$ cat src/rtl/core/fds_pkg.sv
`default_nettype none

package fds_pkg;

  // Field widths
  localparam int unsigned FLOW_W   = 4;
  localparam int unsigned TIME_W   = 64;
  localparam int unsigned SEQ_W    = 32;
  localparam int unsigned PERIOD_W = 40;
  localparam int unsigned PHASE_W  = 2;

  // Flow table sizing
  localparam int unsigned NUM_FLOWS_DEFAULT = 16;
  localparam int unsigned FLOW_SPACE        = 2 ** FLOW_W;
  localparam int unsigned FLOW_CMP_W        = 17;

  // Sample period after reset
  localparam logic [PERIOD_W-1:0] PERIOD_RESET = 40'd1000000000;

  // Event codes on the kind field
  typedef enum logic [1:0] {
    KIND_RECV = 2'd0,
    KIND_SEND = 2'd1,
    KIND_ACK  = 2'd2
  } kind_e;

  // Sampler states
  typedef enum logic [PHASE_W-1:0] {
    PH_IDLE  = 2'd0,
    PH_ARMED = 2'd1,
    PH_DONE  = 2'd2
  } phase_e;

  // One classified event moving from the front to the back
  typedef struct packed {
    kind_e               kind;
    logic [FLOW_W-1:0]   flow;
    logic [TIME_W-1:0]   now;
    logic [TIME_W-1:0]   arrival;
    logic [SEQ_W-1:0]    seq;
  } evt_t;

endpackage

`default_nettype wire

$ cat src/rtl/core/fds_queue.sv
`default_nettype none

module fds_queue import fds_pkg::*; (
  input  logic clk_i,
  input  logic rst_ni,
  input  logic push_i,
  input  evt_t evt_i,
  input  logic pop_i,
  output logic full_o,
  output logic nonempty_o,
  output evt_t evt_o
);

  evt_t       slot_q [2];
  logic       wr_ptr_q, wr_ptr_d;
  logic       rd_ptr_q, rd_ptr_d;
  logic [1:0] count_q, count_d;

  assign full_o     = count_q == 2'd2;
  assign nonempty_o = count_q != 2'd0;
  assign evt_o      = slot_q[rd_ptr_q];

  // Advance pointers and occupancy
  always_comb begin
    wr_ptr_d = push_i ? !wr_ptr_q : wr_ptr_q;
    rd_ptr_d = pop_i ? !rd_ptr_q : rd_ptr_q;
    count_d  = count_q;
    if (push_i && !pop_i) begin
      count_d = count_q + 2'd1;
    end else if (!push_i && pop_i) begin
      count_d = count_q - 2'd1;
    end
  end

  always_ff @(posedge clk_i or negedge rst_ni) begin
    if (!rst_ni) begin
      wr_ptr_q <= 1'b0;
      rd_ptr_q <= 1'b0;
      count_q  <= 2'd0;
    end else begin
      wr_ptr_q <= wr_ptr_d;
      rd_ptr_q <= rd_ptr_d;
      count_q  <= count_d;
    end
  end

  // Hold the payload slots
  always_ff @(posedge clk_i) begin
    if (push_i) begin
      slot_q[wr_ptr_q] <= evt_i;
    end
  end

endmodule

`default_nettype wire

$ cat config.mk
export PLATFORM = sky130hd
export DESIGN_NAME = fds_queue
export DESIGN_NICKNAME = d
export VERILOG_FILES = /design/src/rtl/core/fds_pkg.sv /design/src/rtl/core/fds_queue.sv
export SDC_FILE = /design/constraint.sdc
export NUM_CORES = 1
export LEC_CHECK = 0
export BUFFER_PORTS_ARGS = -buffer_cell sky130_fd_sc_hd__buf_4
export CORE_MARGIN = 2
export CORE_UTILIZATION = 30
export DETAILED_ROUTE_END_ITERATION = 8
export PLACE_DENSITY_LB_ADDON = 0.05
export SKIP_CTS_REPAIR_TIMING = 1
export SYNTH_ARGS = -nofsm -noshare
export SYNTH_HDL_FRONTEND = slang
export SYNTH_SLANG_ARGS = --single-unit
export TNS_END_PERCENT = 1
$ cat constraint.sdc
create_clock -name clk_i -period 9.2 [get_ports clk_i]
set_input_delay 1.38 -clock clk_i [delete_from_list [all_inputs] [get_ports clk_i]]
set_output_delay 1.38 -clock clk_i [all_outputs]
set_load 0.05 [all_outputs]
## Word-level counts from Yosys, hierarchy flattened

Memory sizes are Yosys's and may differ from the RTL's.
Cells that the tools add are included.

- Memories kept: 1
- Word-level logic and storage cells: 19
- Memory bits (writable): 332
- Bits of input ports: 170
- Flip-flop bits (word level): 4
- Output and inout port bits: 168

- Reduce and logical (&&, ||, !) cells: 8
- Equality and inequality tests: 1
- Mux-type cells: 4
- Add/sub/neg operators: 2

Memories:

| memory | depth | bits a word | read ports | clocked after Yosys merged registers in | wr ports | line | text |
|---|---|---|---|---|---|---|---|
| slot_q | 2 | 166 | 1 | 0 | 1 | fds_queue.sv:14 | `evt_t slot_q [2];` |

Operators by type and width:

| operator | number |
|---|---|
| 1-bit zero test | 4 |
| 2-bit 2-to-1 mux | 2 |
| 2-bit nonzero test | 2 |
| 2-bit by 1-bit adder with 2-bit output (second input constant) | 1 |
| 2-bit equality test (second input constant) | 1 |
| 1-bit logical AND | 2 |
| 1-bit 2-to-1 mux | 2 |
| 2-bit by 1-bit subtractor with 2-bit output (second input constant) | 1 |

## Depth between registers and ports, before layout

- Depth in word-level cells: 4
- Depth in mapped cells: 5
- Gate-level depth less buffers: 5

## Least setup slack after synthesis

Ideal clock, no wire load.

- Path kind: input-to-reg
- Start point: input push_i
- End point: memory slot_q[0][0] (netlist bit), enable pin
- Path slack: -0.065 ns
- Required time: 8.486 ns
- Stages on the path: 1
- Buffers on the path: 0
- Arrival: 8.551 ns
- Library setup time: 0.714 ns
- Cell sequence: nor2b_1

- Longest elaborated chain between the ends: 2

RTL lines:

| element | line | text |
|---|---|---|
| start: declaration | fds_queue.sv:6 | `input logic push_i,` |
| 1-bit 2-to-1 mux | fds_queue.sv:49 | `if (push_i) begin` |
| 1-bit 2-to-1 mux (implied by the code) | fds_queue.sv:50 | `slot_q[wr_ptr_q] <= evt_i;` |
| end: declaration | fds_queue.sv:14 |  |

No other way between the ends.

==> metrics.md <==
| Metric | Value |
|---|---|
| Status | `complete, no violations` |
| WHS Path Cells | `1` |
| Core footprint | `41900 sq um` |
| Pre-CTS setup slack | `about 5 ns` |
| Largest net degree at the start of global routing | `71` |
| Num CTS Buffers | `39` |
| Worst Hold Class | `flip-flop to flip-flop` |
| Vias/cell | `4.23` |
| Number of synthesized flops with an enable pin | `332` |
| Clk buf depth | `3` |
| H-tree lvl count | `2` |
| Max_slew headroom | `0.314` |
| Worst reg-to-reg path cell count | `2` |
| Chip Height | `about 210 um` |
| PD cells | `370 nW/um^2` |
| CP startpoint kind | `flip-flop` |
| RSZ-0062 raised after global routing | `false` |
| Asr flop ratio synth | `0.0119` |
| Clock transition at the registers of the reported paths | `0.06 ns` |
| Top FF cell, synth | `edfxtp_1` |
| Top cell by count, worst path | `buf_4` |
| Fill count | `3799` |
| DRT Pass-1 Iters | `4` |
| Final worst path period share | `0.524` |
| CTS tree | `yes` |
| Main area contributors after synthesis | `edfxtp_1 (78%), mux2_4 (15%), mux2_2 (3.2%), buf_6 (1.4%), dfrtp_1 (0.79%)` |
| Number of global-route vias before repair | `6804` |
| Synthesized Nets | `704` |
| Cell Rows | `between 70 and 80` |
| Layout cells sized above 1 | `0.611` |
| Crit path DAT | `3.44 ns` |
| Tightest Pin Transition | `1.03 ns` |
| Clk sinks | `336` |
| Post-layout min period | `4.82 ns` |
| Cells along the critical path | `buf_4, buf_4, mux2_4, buf_4` |
| Syn Inst Count | `533` |
| Count of pins over their slew limit | `0` |
| Remaining global-route overflow | `0` |
| Final setup violation count | `0` |
| Reg-to-reg endpoint | `slot_q[0][19]$_DFFE_PP_` |
| Top cells by count, synth | `edfxtp_1 (332), mux2_4 (130), mux2_2 (36)` |
| Synth Warn # | `0` |
| Leakage | `6.67 nW` |
| Drt wl/cell | `around 20 um` |
| Starting DRC count in detailed routing | `293` |
| Seq cells post-synth | `336` |
| Maxcap violations | `0` |
| Flop-to-flop setup slack | `6.58 ns` |
| Nets | `between 1000 and 1500` |
| Mapped Avg Cell Area | `23.8 sq um` |
| Post-route setup TNS | `0 ns` |
| Starting density of the core | `0.304` |
| Initial antenna violation count | `1` |
| Worst Hold Endpoint | `count_q[1]$_DFFE_PN0P_` |
| Global-route usage over all layers | `0.130` |
| Later-pin clock latency in the skew report | `~0.54 ns` |
| Final Hold Fails | `0` |
| CP max FO | `46` |
| Mapped Area | `12700 sq um` |
| Post-route DRC | `0` |
| Hold path startpoint | `count_q[1]$_DFFE_PN0P_` |
| Post-synth top area share | `0.784` |
| HPWL after DPL | `roughly 20000 um` |
| Vias | `6197` |
| Worst Skew | `0.0111 ns` |
| Synth-to-layout area growth | `33.8%` |
| Sequential-to-total area share from yosys stat | `0.792` |
| # port buffers | `about 340` |
| Crit end category | `primary output` |
| Pwr Total | `6.30 mW` |
| Data required time of the worst path | `7.82 ns` |
| First-pass GRT wire length | `roughly 43000 um` |
| Final worst slack | `4.38 ns` |
| Die Footprint | `~44000 sq um` |
| Biggest cell delay along the critical path | `0.91 ns` |
| Max VDD drop | `0.000193 V` |
| Count leader, synth | `edfxtp_1` |
| Worst reg2reg startpoint | `wr_ptr_q$_DFFE_PN0P_` |
| Post-Route WL | `29400 um` |
| Max frequency | `roughly 210 MHz` |
| Leading area contributor after synthesis | `edfxtp_1` |
| WS Path Type | `flip-flop to primary output` |
| Final ANT Viol Nets | `0` |
| Clock root cell | `clkbuf_16` |
| Number of distinct library cells after synthesis | `14` |
| DIE WIDTH | `210 um` |
| Slowest CP cell | `dfrtp_4` |
| Routability cong. | `0.784` |
| I/O pins | `338` |
==> placed cells by master (no fill, tap or decap) <==
cell type / instances
clkbuf_1: 4
nor2b_1: 1
bufinv_16: 3
dfrtp_1: 3
nor2_1: 1
clkinv_1: 11
or2_2: 1
clkinv_2: 5
edfxtp_1: 332
and2_4: 1
xnor2_1: 1
xor2_1: 4
clkbuf_16: 41
nor2b_4: 1
mux2_2: 36
diode_2: 1
ha_1: 1
dfrtp_4: 1
buf_4: 344
inv_1: 1
clkinvlp_4: 2
mux2_4: 130
==> layout make-up <==
type                    count  area (sq um)  area share
flip-flops and latches    336         10100       0.593
inverters                   1          3.75    0.000221
diodes                      1          2.50    0.000147
clock inverters            21           171      0.0101
well taps                 539           674      0.0397
repair buffers            344          2580       0.152
multi-input cells         177          2450       0.144
clock buffers              45          1040      0.0612
==> logic make-up (layout without fill, tap and decap cells) <==
logic type / count (synthesis) / in the layout / share of synthesized area
xor+xnor: 5 / 5 / 0.00345
fa+ha+maj: 1 / 1 / 0.000984
mux: 166 / 166 / 0.185
simple gates: 5 / 5 / 0.00226
buf+inv: 20 / 411 / 0.0157
other cells: 0 / 1 / 0
flops: 336 / 336 / 0.792
==> worst max path at each step <==
stage / start / endpoint / depth (start not counted) / slack (ns)
2_1_floorplan: push_i / slot_q[0][0]$_DFFE_PP_ / 1 / 3.06
3_3_place_gp: rd_ptr_q$_DFFE_PN0P_ / evt_o[112] / 4 / 4.93
3_5_place_dp: rd_ptr_q$_DFFE_PN0P_ / evt_o[92] / 4 / 4.86
4_1_cts: rd_ptr_q$_DFFE_PN0P_ / evt_o[92] / 4 / 4.27
5_1_grt: rd_ptr_q$_DFFE_PN0P_ / evt_o[92] / 4 / 4.17
6_report: rd_ptr_q$_DFFE_PN0P_ / evt_o[92] / 4 / 4.38
==> critical path: cells and delay by family, from the launching register on <==
kind                   cells  cell delay (ns)
buffers and inverters      3             1.54
DFF                        1             0.91
muxes                      1             0.36
==> per-layer routing <==
layer	part of all wire	up-vias	global-route usage
met1	0.41	3076	0.154
li1	-	2856	-
met4	0.023	0	0.0460
met2	0.48	219	0.218
met3	0.084	46	0.0482
met5	0	-	0
==> metrics by stage <==
stage	instances	instance area (sq um)	hold WS (ns)	util
2_1_floorplan	533	12700	0.447	-
3_5_place_dp	1397	15800	0.487	0.377
3_3_place_gp	1397	15800	0.467	0.377
4_1_cts	1463	17000	0.494	0.406
5_1_grt	1463	17000	0.503	0.406
6_report	1464	17000	0.488	0.406
==> power breakdown <==
group | switching [mW] | leakage (nW) | total, mW | internal [mW]
Clock | 0.584 | 0.589 | 1.47 | 0.887
Sequential | 0.122 | 3.16 | 2.16 | 2.04
Combinational | 1.72 | 2.91 | 2.66 | 0.941
Total | 2.43 | 6.67 | 6.30 | 3.87
==> sequential cells by signal (all words and copies together) (netlist names) <==
| name | flops |
|---|---|
| slot_q | 332 |
| rd_ptr_q | 1 |
| wr_ptr_q | 1 |
| count_q | 2 |
No activity file was read; power rests on OpenSTA's default activity.
